`config.mk`:
```
export PLATFORM = sky130hd
export DESIGN_NAME = tcont_grant_queue
export DESIGN_NICKNAME = d
export VERILOG_FILES = /design/src/sv/tcg_pkg.sv /design/src/sv/tcg_ring.sv /design/src/sv/tcg_seq.sv /design/src/sv/tcont_grant_queue.sv
export SDC_FILE = /design/constraint.sdc
export NUM_CORES = 2
export LEC_CHECK = 0
export ABC_AREA = 1
export BUFFER_PORTS_ARGS = -buffer_cell sky130_fd_sc_hd__buf_2
export CAP_MARGIN = 15
export CORE_MARGIN = 2
export CORE_UTILIZATION = 55
export CTS_CLUSTER_DIAMETER = 50
export DETAILED_ROUTE_END_ITERATION = 16
export PLACE_DENSITY = 0.72
export SLEW_MARGIN = 0
export SYNTH_ARGS = -nofsm -noshare
export SYNTH_HDL_FRONTEND = slang
export SYNTH_HIERARCHICAL = 1
export SYNTH_SLANG_ARGS = --single-unit
```
`constraint.sdc`:
```
create_clock -name clk -period 7.7 [get_ports clk]
set_clock_uncertainty 0.05 [all_clocks]
set_input_delay 1.155 -clock clk [delete_from_list [all_inputs] [get_ports clk]]
set_output_delay 1.155 -clock clk [all_outputs]
set_load 0.02 [all_outputs]
```
`src/sv/tcg_pkg.sv`:
```
package tcg_pkg;

    // Queue geometry
    localparam int QUEUE_DEPTH        = 32;
    localparam int BYTES_PER_WORD     = 4;
    localparam int MAX_DONE_PER_GRANT = 32;

    localparam int PTR_W  = $clog2(QUEUE_DEPTH);
    localparam int CNT_W  = $clog2(QUEUE_DEPTH + 1);
    localparam int SLOT_W = 16 + $clog2(BYTES_PER_WORD);
    localparam int DONE_W = $clog2(MAX_DONE_PER_GRANT + 1);

    // Configuration port
    localparam int ADDR_W = 4;
    localparam logic [1:0] REG_COUNT_LIMIT = 2'd0;
    localparam logic [1:0] REG_BYTE_LIMIT  = 2'd1;
    localparam logic [1:0] REG_LATENCY     = 2'd2;

    typedef enum logic [1:0] {
        OP_PUT     = 2'd0,
        OP_GRANT   = 2'd1,
        OP_RELEASE = 2'd2
    } op_t;

    typedef enum logic [2:0] {
        ST_ACCEPTED      = 3'd0,
        ST_DROP_COUNT    = 3'd1,
        ST_DROP_BYTES    = 3'd2,
        ST_DONE          = 3'd3,
        ST_RELEASED      = 3'd4,
        ST_GRANT_END     = 3'd5,
        ST_RELEASE_EMPTY = 3'd6
    } status_t;

    typedef enum logic [1:0] {
        S_IDLE,
        S_PUT,
        S_GRANT,
        S_RELEASE
    } state_t;

    typedef struct packed {
        op_t         op;
        logic [15:0] packet_id;
        logic [15:0] packet_size;
        logic [15:0] grant_words;
    } tcg_item_t;

    typedef struct packed {
        status_t     status;
        logic [15:0] out_packet_id;
        logic [15:0] out_packet_size;
        logic [31:0] release_delay;
        logic [15:0] remaining_bytes;
        logic        last;
    } tcg_result_t;

    typedef struct packed {
        logic [5:0]  count_limit;
        logic [21:0] byte_limit;
        logic [15:0] latency;
    } tcg_cfg_t;

    // Ring entry: size in the upper half, id in the lower
    typedef struct packed {
        logic [15:0] size;
        logic [15:0] id;
    } tcg_entry_t;

    typedef struct packed {
        logic [PTR_W-1:0] rd_addr;
        logic             we;
        logic [PTR_W-1:0] wr_addr;
        tcg_entry_t       wr_data;
    } tcg_ring_req_t;

    // Ring pointer step with wrap at the queue depth
    function automatic logic [PTR_W-1:0] advance(input logic [PTR_W-1:0] ptr);
        logic [PTR_W:0] n;
        n = {1'b0, ptr} + (PTR_W+1)'(1);
        return (n >= (PTR_W+1)'(QUEUE_DEPTH)) ? '0 : n[PTR_W-1:0];
    endfunction

endpackage

```
`src/sv/tcg_ring.sv`:
```
module tcg_ring (
    input  logic                  clk,
    input  tcg_pkg::tcg_ring_req_t req,
    output tcg_pkg::tcg_entry_t   rd_data
);
    import tcg_pkg::*;

    tcg_entry_t mem [QUEUE_DEPTH];

    // One write port, one registered read port
    always_ff @(posedge clk)
    begin
        if (req.we)
        begin
            mem[req.wr_addr] <= req.wr_data;
        end
        rd_data <= mem[req.rd_addr];
    end

endmodule

```
`src/sv/tcg_seq.sv`:
```
module tcg_seq (
    input  logic                   clk,
    input  logic                   rst_n,
    input  tcg_pkg::tcg_cfg_t      cfg,
    input  logic                   start,
    input  tcg_pkg::tcg_item_t     item,
    output logic                   busy,
    output logic                   result_valid,
    output tcg_pkg::tcg_result_t   result,
    output tcg_pkg::tcg_ring_req_t ring_req,
    input  tcg_pkg::tcg_entry_t    ring_data
);
    import tcg_pkg::*;

    state_t            state_reg, state_next;
    tcg_item_t         item_reg, item_next;
    logic [SLOT_W-1:0] slot_reg, slot_next;
    logic [DONE_W-1:0] done_reg, done_next;
    logic [PTR_W-1:0]  wr_ptr_reg, wr_ptr_next;
    logic [PTR_W-1:0]  gr_ptr_reg, gr_ptr_next;
    logic [PTR_W-1:0]  rel_ptr_reg, rel_ptr_next;
    logic [CNT_W-1:0]  count_reg, count_next;
    logic [CNT_W-1:0]  done_cnt_reg, done_cnt_next;
    logic [21:0]       byte_total_reg, byte_total_next;
    logic              head_active_reg, head_active_next;
    logic [15:0]       needed_reg, needed_next;
    logic [15:0]       try_reg, try_next;
    logic              valid_reg, valid_next;
    tcg_result_t       result_reg, result_next;

    // Shared subtract/compare unit: grant bytes left against bytes needed
    logic [15:0]       need;
    logic [SLOT_W:0]   diff;
    logic [SLOT_W:0]   diff_neg;
    logic              fits;
    logic [CNT_W-1:0]  queued;
    logic [31:0]       delay;

    assign need     = head_active_reg ? needed_reg : ring_data.size;
    assign diff     = {1'b0, slot_reg} - (SLOT_W+1)'(need);
    assign diff_neg = '0 - diff;
    assign fits     = !diff[SLOT_W];
    assign queued   = count_reg - done_cnt_reg;
    assign delay    = 32'(cfg.latency) * 32'(try_reg);

    assign busy         = (state_reg != S_IDLE);
    assign result_valid = valid_reg;
    assign result       = result_reg;

    // Control state
    always_ff @(posedge clk or negedge rst_n)
    begin
        if (!rst_n)
        begin
            state_reg       <= S_IDLE;
            wr_ptr_reg      <= '0;
            gr_ptr_reg      <= '0;
            rel_ptr_reg     <= '0;
            count_reg       <= '0;
            done_cnt_reg    <= '0;
            byte_total_reg  <= '0;
            head_active_reg <= 1'b0;
            needed_reg      <= '0;
            try_reg         <= 16'd1;
            valid_reg       <= 1'b0;
        end
        else
        begin
            state_reg       <= state_next;
            wr_ptr_reg      <= wr_ptr_next;
            gr_ptr_reg      <= gr_ptr_next;
            rel_ptr_reg     <= rel_ptr_next;
            count_reg       <= count_next;
            done_cnt_reg    <= done_cnt_next;
            byte_total_reg  <= byte_total_next;
            head_active_reg <= head_active_next;
            needed_reg      <= needed_next;
            try_reg         <= try_next;
            valid_reg       <= valid_next;
        end
    end

    // Payload
    always_ff @(posedge clk)
    begin
        item_reg   <= item_next;
        slot_reg   <= slot_next;
        done_reg   <= done_next;
        result_reg <= result_next;
    end

    // Sequencer
    always_comb
    begin
        state_next       = state_reg;
        item_next        = item_reg;
        slot_next        = slot_reg;
        done_next        = done_reg;
        wr_ptr_next      = wr_ptr_reg;
        gr_ptr_next      = gr_ptr_reg;
        rel_ptr_next     = rel_ptr_reg;
        count_next       = count_reg;
        done_cnt_next    = done_cnt_reg;
        byte_total_next  = byte_total_reg;
        head_active_next = head_active_reg;
        needed_next      = needed_reg;
        try_next         = try_reg;
        valid_next       = 1'b0;
        result_next      = '0;

        ring_req.rd_addr = gr_ptr_reg;
        ring_req.we      = 1'b0;
        ring_req.wr_addr = wr_ptr_reg;
        ring_req.wr_data = '{size: item_reg.packet_size, id: item_reg.packet_id};

        unique case (state_reg)
            S_IDLE:
            begin
                if (start)
                begin
                    item_next = item;
                    slot_next = SLOT_W'(item.grant_words) * SLOT_W'(BYTES_PER_WORD);
                    done_next = '0;
                    unique case (item.op)
                        OP_PUT:     state_next = S_PUT;
                        OP_GRANT:   state_next = S_GRANT;
                        OP_RELEASE:
                        begin
                            ring_req.rd_addr = rel_ptr_reg;
                            state_next       = S_RELEASE;
                        end
                        default:    state_next = S_IDLE;
                    endcase
                end
            end

            // Limit checks, count before bytes
            S_PUT:
            begin
                valid_next                  = 1'b1;
                result_next.last            = 1'b1;
                result_next.out_packet_id   = item_reg.packet_id;
                result_next.out_packet_size = item_reg.packet_size;
                if ((cfg.count_limit != '0
                        && 7'(count_reg) >= 7'(cfg.count_limit))
                    || count_reg >= CNT_W'(QUEUE_DEPTH))
                begin
                    result_next.status = ST_DROP_COUNT;
                end
                else if (cfg.byte_limit != '0 && byte_total_reg >= cfg.byte_limit)
                begin
                    result_next.status = ST_DROP_BYTES;
                end
                else
                begin
                    result_next.status = ST_ACCEPTED;
                    ring_req.we        = 1'b1;
                    wr_ptr_next        = advance(wr_ptr_reg);
                    count_next         = count_reg + CNT_W'(1);
                    byte_total_next    = byte_total_reg + 22'(item_reg.packet_size);
                end
                state_next = S_IDLE;
            end

            // One head packet per cycle; ring_data holds the entry at gr_ptr
            S_GRANT:
            begin
                valid_next = 1'b1;
                if (!head_active_reg
                    && (queued == '0 || done_reg >= DONE_W'(MAX_DONE_PER_GRANT)))
                begin
                    if (queued == '0)
                    begin
                        needed_next = '0;
                    end
                    result_next.status = ST_GRANT_END;
                    result_next.last   = 1'b1;
                    state_next         = S_IDLE;
                end
                else if (fits)
                begin
                    result_next.status          = ST_DONE;
                    result_next.out_packet_id   = ring_data.id;
                    result_next.out_packet_size = ring_data.size;
                    result_next.release_delay   = delay;
                    done_next        = done_reg + DONE_W'(1);
                    slot_next        = diff[SLOT_W-1:0];
                    try_next         = 16'd1;
                    head_active_next = 1'b0;
                    gr_ptr_next      = advance(gr_ptr_reg);
                    ring_req.rd_addr = advance(gr_ptr_reg);
                    done_cnt_next    = done_cnt_reg + CNT_W'(1);
                end
                else
                begin
                    head_active_next = 1'b1;
                    needed_next      = diff_neg[15:0];
                    if (try_reg != 16'hFFFF)
                    begin
                        try_next = try_reg + 16'd1;
                    end
                    result_next.status          = ST_GRANT_END;
                    result_next.out_packet_id   = ring_data.id;
                    result_next.out_packet_size = ring_data.size;
                    result_next.remaining_bytes = diff_neg[15:0];
                    result_next.last            = 1'b1;
                    state_next                  = S_IDLE;
                end
            end

            // ring_data holds the entry at rel_ptr
            S_RELEASE:
            begin
                valid_next       = 1'b1;
                result_next.last = 1'b1;
                if (done_cnt_reg == '0)
                begin
                    result_next.status = ST_RELEASE_EMPTY;
                end
                else
                begin
                    result_next.status          = ST_RELEASED;
                    result_next.out_packet_id   = ring_data.id;
                    result_next.out_packet_size = ring_data.size;
                    rel_ptr_next    = advance(rel_ptr_reg);
                    done_cnt_next   = done_cnt_reg - CNT_W'(1);
                    count_next      = count_reg - CNT_W'(1);
                    byte_total_next = byte_total_reg - 22'(ring_data.size);
                end
                state_next = S_IDLE;
            end

            default:
            begin
                state_next = S_IDLE;
            end
        endcase
    end

endmodule

```
`src/sv/tcont_grant_queue.sv`:
```
// Upstream traffic-container queue with word grants.
// Commands enter on start/item and are taken when busy is low; op 0 puts a
// packet (tail drop on count or byte limit), op 1 grants a number of 32-bit
// words to the queued packets in order, op 2 releases the oldest completed
// packet. Op 3 is taken and ignored.
// Results leave on result with result_valid high for one cycle each; the
// last result of a command has result.last set. The receiver cannot stall.
// The first result is worked out in the command state entered at the accepting
// edge and is shown from the result register. Put and release give one result.
// A grant completes at most 32 packets, each with one subtract/compare step
// of the shared unit and one ring read, and ends with a grant-end result.
// busy drops in the cycle the last result is shown, so the next command
// may be taken at the edge that ends that cycle.
// Registers (APB, 32-bit, pready always high): 0x0 count_limit,
// 0x4 byte_limit, 0x8 latency. Write them only while busy is low.
// Reset clears pointers, counters and registers, sets the try count to one;
// the packet ring itself is not cleared and needs no clearing pass.
module tcont_grant_queue (
    input  logic                       clk,
    input  logic                       rst_n,
    input  logic                       start,
    input  tcg_pkg::tcg_item_t         item,
    output logic                       busy,
    output logic                       result_valid,
    output tcg_pkg::tcg_result_t       result,
    input  logic                       psel,
    input  logic                       penable,
    input  logic                       pwrite,
    input  logic [tcg_pkg::ADDR_W-1:0] paddr,
    input  logic [31:0]                pwdata,
    output logic [31:0]                prdata,
    output logic                       pready
);
    import tcg_pkg::*;

    logic [5:0]    count_limit_reg;
    logic [21:0]   byte_limit_reg;
    logic [15:0]   latency_reg;
    logic          cfg_wr;
    tcg_cfg_t      cfg;
    tcg_ring_req_t ring_req;
    tcg_entry_t    ring_data;

    assign pready = 1'b1;
    assign cfg_wr = psel && penable && pwrite && pready;
    assign cfg    = '{count_limit: count_limit_reg,
                      byte_limit:  byte_limit_reg,
                      latency:     latency_reg};

    // Register writes
    always_ff @(posedge clk or negedge rst_n)
    begin
        if (!rst_n)
        begin
            count_limit_reg <= '0;
            byte_limit_reg  <= '0;
            latency_reg     <= '0;
        end
        else if (cfg_wr)
        begin
            unique case (paddr[3:2])
                REG_COUNT_LIMIT: count_limit_reg <= pwdata[5:0];
                REG_BYTE_LIMIT:  byte_limit_reg  <= pwdata[21:0];
                REG_LATENCY:     latency_reg     <= pwdata[15:0];
                default:         ;
            endcase
        end
    end

    // Register reads
    always_comb
    begin
        unique case (paddr[3:2])
            REG_COUNT_LIMIT: prdata = 32'(count_limit_reg);
            REG_BYTE_LIMIT:  prdata = 32'(byte_limit_reg);
            REG_LATENCY:     prdata = 32'(latency_reg);
            default:         prdata = '0;
        endcase
    end

    tcg_ring u_ring (
        .clk     (clk),
        .req     (ring_req),
        .rd_data (ring_data)
    );

    tcg_seq u_seq (
        .clk          (clk),
        .rst_n        (rst_n),
        .cfg          (cfg),
        .start        (start),
        .item         (item),
        .busy         (busy),
        .result_valid (result_valid),
        .result       (result),
        .ring_req     (ring_req),
        .ring_data    (ring_data)
    );

    // A command finishes with its last result in the cycle busy drops
    a_end_on_last: assert property (@(posedge clk) disable iff (!rst_n)
        $fell(busy) |-> result_valid && result.last)
        else $error("busy dropped without a last result");

    // Results of one grant follow back to back until the last
    a_burst_gapless: assert property (@(posedge clk) disable iff (!rst_n)
        result_valid && !result.last |=> result_valid)
        else $error("gap inside a grant's result burst");

    // A completed packet is never the last result: a grant end always comes after it
    a_done_not_last: assert property (@(posedge clk) disable iff (!rst_n)
        result_valid && result.status == ST_DONE |-> !result.last)
        else $error("packet done marked as last result");

endmodule

```
Word level (Yosys, flattened, before mapping)
Memory sizes are Yosys's and may differ from the RTL's. A register that Yosys moved wholly into a read port is not among the register bits.
Index checks and enable logic that the tools add are counted.
Storage, ports and cells
  output and inout bits: 119
  memories: 1
  memory bits (writable): 1024
  bits of input ports: 92
  logic and storage cells: 166
  flip-flop bits (word level): 269
Cells by class
  magnitude comparators: 7
  add/sub/neg operators: 14
  mux-type cells: 59
  multipliers: 1
  eq/ne operators: 17
  reductions and logical operators: 37
  bitwise operators: 6
Memory list
  u_ring.mem: depth 32, bits a word 32, rd ports 1, clocked after memory_dff 1, wr ports 1, line tcg_ring.sv:8  | tcg_entry_t mem [QUEUE_DEPTH];
Operators with widths (number)
  35-bit one-hot mux with 3 select lines: 1
  16-bit two-way mux: 6
  80-bit two-way mux: 1
  22-bit two-way mux: 3
  22-bit one-hot mux with 3 select lines: 1
  32-bit two-way mux: 2
  18-bit two-way mux: 3
  6-bit two-way mux: 9
  22-bit one-hot mux with 2 select lines: 1
  18-bit one-hot mux with 2 select lines: 1
  6-bit one-hot mux with 2 select lines: 3
  35-bit two-way mux: 1
  5-bit two-way mux: 7
  16-bit by 16-bit multiplier with 32-bit output: 1
  6-bit >= comparator, second input constant: 5
  22-bit by 16-bit adder with 22-bit output: 1
  22-bit >= comparator: 1
  22-bit nonzero test: 1
  22-bit by 16-bit subtractor with 22-bit output: 1
  18-bit by 16-bit subtractor with 19-bit output: 1
  5-bit by 1-bit adder with 6-bit output, second input constant: 3
  6-bit by 1-bit adder with 6-bit output, second input constant: 3
  17-bit two-way mux: 1
  16-bit by 1-bit adder with 16-bit output, second input constant: 1
  29 further kinds: 83

Logic depth before layout (Yosys ltp)
  depth after elaboration: 7
  gate-level depth with buffers: 29
  gate-level depth less buffers: 26

Cells and area by module
Netlist, hierarchy kept.
By module, submodules not included
  tcg_ring: times used 1, area an instance 42405.7 um^2, cells an instance 3536
  tcg_seq: times used 1, area an instance 21640.8 um^2, cells an instance 2823
  tcont_grant_queue: times used 1, area an instance 2127.0 um^2, cells an instance 281

Worst setup path after synthesis
OpenSTA, ideal clock, no wires.
  path type: reg-to-reg
  start point: reg u_seq.try_reg[2]
  end point: reg u_seq.result_reg, in the netlist u_seq/result[43]
  path buffers: 2
  library setup time: 0.121 ns
  data required time: 7.529 ns
  data arrival time: 5.344 ns
  slack: 2.185 ns
  cell stages (with the launch flop): 22
  cells stage by stage: dfrtp_1 clkbuf_1 clkbuf_1 nand2_1 fa_1 fa_1 fa_1 fa_1 inv_1 fa_1 inv_1 fa_1 inv_1 ha_1 a21o_1 a21oi_1 nand2_1 nand2_1 nand3_1 a21o_1 o21ai_0 a21oi_1
On the way
  longest elaborated chain between the ends: 1
RTL lines
  start: declaration: line tcg_seq.sv:27  | logic [15:0] try_reg, try_next;
  start signal: assignment: line tcg_seq.sv:78  | try_reg <= try_next;
  16-bit by 16-bit multiplier with 32-bit output: line tcg_seq.sv:44  | assign delay = 32'(cfg.latency) * 32'(try_reg);
  end signal: assignment: line tcg_seq.sv:89  | result_reg <= result_next;
  end: declaration: line tcg_seq.sv:29  | tcg_result_t result_reg, result_next;
Every way passes these cells.
A chain may end at the register's enable or synchronous reset.

==> insert_results.sql <==
INSERT INTO impl_metrics (metric_group, metric, value, unit) VALUES
('setup_path', 'cp-end-kind', 'flip-flop', ''),
('route', 'remaining_design_rule_violation_count', '0', ''),
('pwr', 'power.ir.vdd_worst', '738.7', 'uV'),
('timing', 'grt_setup_unrepaired', 'no', ''),
('timing', 'fin_setup_tns', '0', 'ns'),
('floorplan', 'die_outline_area', '123100', 'sq um'),
('setup_path', 'crit_path_slowest_cell', 'sky130_fd_sc_hd__inv_16', ''),
('timing', 'achievable-frequency', '159.9', 'MHz'),
('setup_path', 'worst_r2r_startpoint', 'u_seq/head_active_reg', ''),
('grt', 'grt_max_degree', '263', ''),
('grt', 'wire_length_of_the_first_global_routing_pass', '265.9', 'mm'),
('timing', 'slew_violations', '0', ''),
('logic_synthesis', 'synth_edf_count', '1080', ''),
('setup_path', 'worstReg2RegEnd', 'u_ring/rd_data[0]', ''),
('grt', 'vias_in_the_first_global_route', '45940', ''),
('setup_path', 'crit_fanout', '262', ''),
('logic_synthesis', 'synth_seq_area_share', '0.5740', ''),
('route', 'dr.first_iter.drc_count', '5183', ''),
('place', 'hpwlAfterDp', '103.6', 'mm'),
('logic_synthesis', 'postSynthCellCount', '6640', ''),
('logic_synthesis', 'avg_inst_size_synth', '9.966', 'sq um'),
('clock_tree', 'cts-htree-levels', '4', ''),
('hold_path', 'hold_class', 'input pin to async pin', ''),
('floorplan', 'die_w', '350.9', 'microns'),
('route', 'vias', '47835', ''),
('timing', 'timing_worst_slew_pin_value', '1.128', 'ns'),
('setup_path', 'r2r.worst_path.cells', '25', ''),
('timing', 'min_cycle_time_layout', '6.256', 'ns'),
('place', 'dp_cells', '8195', ''),
('floorplan', 'core_region_area', '119700', 'sq um'),
('clock_tree', 'cts_hold_fix_bufs', '0', ''),
('timing', 'post-route-period-util', '0.8124', ''),
('clock_tree', 'tritoncts_num_sinks', '1325', ''),
('logic_synthesis', 'synth-warning-count', '6', ''),
('setup_path', 'critical_path_start_end_classification', 'flip-flop to flip-flop', ''),
('pwr', 'power.density_cell_area', '380.0', 'nW/um^2'),
('finish', 'drive_above_1_share', '0.08706', ''),
('run_status', 'status', 'complete, no violations', ''),
('setup_path', 'crit_path_launch_type', 'flip-flop', ''),
('finish', 'most_frequent_cells_in_the_layout', 'sky130_fd_sc_hd__nand2_1 (2,357), sky130_fd_sc_hd__edfxtp_1 (1,080), sky130_fd_sc_hd__nand3_1 (882)', ''),
('clock_tree', 'cts.reportedPaths.clkPinSlew', '0.06', 'ns'),
('finish', 'area_growth_syn_to_layout', '10.27', '%'),
('route', 'postRouteAntennaNets', '0', ''),
('grt', 'gr-usage-all-layers', '0.2842', ''),
('route', 'route.final.wire_length', '174.6', 'mm'),
('finish', 'nets', '7217', ''),
('clock_tree', 'cts_resized', '0', ''),
('setup_path', 'critical_path.max_stage_delay', '0.86', 'ns'),
('logic_synthesis', 'yosys_most_used_dff', 'sky130_fd_sc_hd__edfxtp_1', ''),
('route', 'detailedRoute.firstPassIterationCount', '8', ''),
('pwr', 'leakage_power_total', '31.62', 'nW'),
('floorplan', 'die_height', '350.9', 'microns'),
('setup_path', 'timing.critical_path.mode_cell', 'sky130_fd_sc_hd__nand2_1', ''),
('logic_synthesis', 'synth_cell_types', '58', ''),
('place', 'globalplace.congestion', '0.9103', ''),
('finish', 'fill_cells', '9595', ''),
('place', 'dpl-instance-area', '68060', 'sq um'),
('finish', 'most_common_library_cell_in_the_layout_ignoring_fill_and_taps', 'sky130_fd_sc_hd__nand2_1', ''),
('logic_synthesis', 'post_synth_instance_area', '66170', 'sq um'),
('finish', 'instances_no_fill', '8470', ''),
('logic_synthesis', 'fraction_of_synthesis_flops_using_an_asynchronous_set_or_reset_pin', '0.09736', ''),
('finish', 'largest_reg_flops', '1024', ''),
('timing', 'final_hold_viol_count', '0', ''),
('timing', 'final-setup-viol-count', '0', ''),
('clock_tree', 'clk_latency', '0.79', 'ns'),
('route', 'drt-vias-per-instance', '5.648', ''),
('clock_tree', 'cts.repair_timing.setup_buffer_count', '0', ''),
('floorplan', 'floorplan.io_pins', '211', ''),
('finish', 'layout.cell_area.non_filler', '72970', 'sq um'),
('clock_tree', 'ctsRootBufferMaster', 'sky130_fd_sc_hd__clkbuf_16', ''),
('setup_path', 'worst_endpoint_required_time', '8.37', 'ns');
[per-layer routing]
metal / vias up / GRT usage / share of wire
li1: 22060 / - / -
met1: 23237 / 0.3767 / 0.40
met2: 2150 / 0.4687 / 0.48
met3: 386 / 0.04579 / 0.083
met4: 2 / 0.1162 / 0.039
met5: - / 0 / 0.000074
[where the power goes]
| group | internal, mW | leakage, nW | total [mW] | switching [mW] |
|---|---|---|---|---|
| Clock | 4.09 | 2.37 | 6.98 | 2.90 |
| Sequential | 8.56 | 12.4 | 9.26 | 0.699 |
| Combinational | 3.39 | 16.9 | 11.5 | 8.09 |
| Total | 16.0 | 31.6 | 27.7 | 11.7 |
[worst max-delay path by stage]
stage	cells past startpoint	to	from	slack (ns)
global route	25	u_ring/rd_data[0]	u_seq/head_active_reg	1.04
finish	25	u_ring/rd_data[0]	u_seq/head_active_reg	1.44
CTS	18	u_seq/result[44]	latency_reg[8]	1.56
global placement	18	u_seq/result[44]	latency_reg[8]	1.62
detailed placement	18	u_seq/result[44]	u_seq/try_reg[2]	1.59
floorplan	21	u_seq/result[43]	u_seq/try_reg[2]	2.18
[critical path: cells and delay by family, from the launching register on]
family | cells | cell delay [ns]
AND/OR/NAND/NOR | 18 | 2.58
buffers and inverters | 5 | 1.98
flip-flops | 1 | 0.76
adder cells (fa/ha/maj) | 1 | 0.40
AO/OA/AOI/OAI | 1 | 0.12
[final cells by class]
type	count	area, sq um	share of cell area
Sequential cell	1325	37980	0.5205
Multi-Input combinational cell	4355	23990	0.3288
Clock buffer	197	4103	0.05623
Inverter	637	2420	0.03316
Tap cell	1612	2017	0.02764
Timing Repair Buffer	268	1703	0.02334
Clock inverter	75	749.5	0.01027
Antenna cell	1	2.502	0.00003429
[cells in the mapped netlist (30+ instances only)]
master	count	area (sq um)
sky130_fd_sc_hd__buf_2	95	475.5
sky130_fd_sc_hd__nand3_1	883	4419
sky130_fd_sc_hd__nand2_1	2359	8855
sky130_fd_sc_hd__dfxtp_1	116	2322
sky130_fd_sc_hd__ha_1	192	2402
sky130_fd_sc_hd__a21oi_1	104	520.5
sky130_fd_sc_hd__fa_1	198	3964
sky130_fd_sc_hd__xor2_1	62	543.0
sky130_fd_sc_hd__clkbuf_1	90	337.8
sky130_fd_sc_hd__edfxtp_1	1080	32430
sky130_fd_sc_hd__o21ai_0	154	770.7
sky130_fd_sc_hd__dfrtp_1	128	3203
sky130_fd_sc_hd__nand4_1	33	206.5
sky130_fd_sc_hd__buf_6	72	810.8
sky130_fd_sc_hd__buf_1	30	112.6
sky130_fd_sc_hd__buf_4	42	315.3
sky130_fd_sc_hd__nor2_1	179	671.9
sky130_fd_sc_hd__inv_1	622	2335
[stage by stage]
| stage | hold slack (ns) | util | total power, mW | setup WS [ns] |
|---|---|---|---|---|
| floorplan | 0.3698 | - | 18.03 | 2.185 |
| global placement | 0.3889 | 0.5688 | 20.39 | 1.616 |
| detailed placement | 0.3794 | 0.5688 | 20.64 | 1.592 |
| CTS | 0.2937 | 0.6094 | 27.67 | 1.560 |
| global route | 0.3446 | 0.6098 | 29.52 | 1.037 |
| finish | 0.3154 | 0.6098 | 27.72 | 1.444 |
[kinds of logic after synthesis]
| logic type | after synthesis | share of synthesized area |
|---|---|---|
| buffers and inverters | 969 | 0.06797 |
| AND/OR/NAND/NOR | 3539 | 0.2232 |
| other | 2 | 0.0001135 |
| multiplexers | 1 | 0.0001513 |
| adder cells (fa/ha/maj) | 390 | 0.09620 |
| AO/OA/AOI/OAI | 336 | 0.02810 |
| XOR/XNOR | 78 | 0.01032 |
| flip-flops | 1325 | 0.5740 |
(Power assumes the default switching activity.)
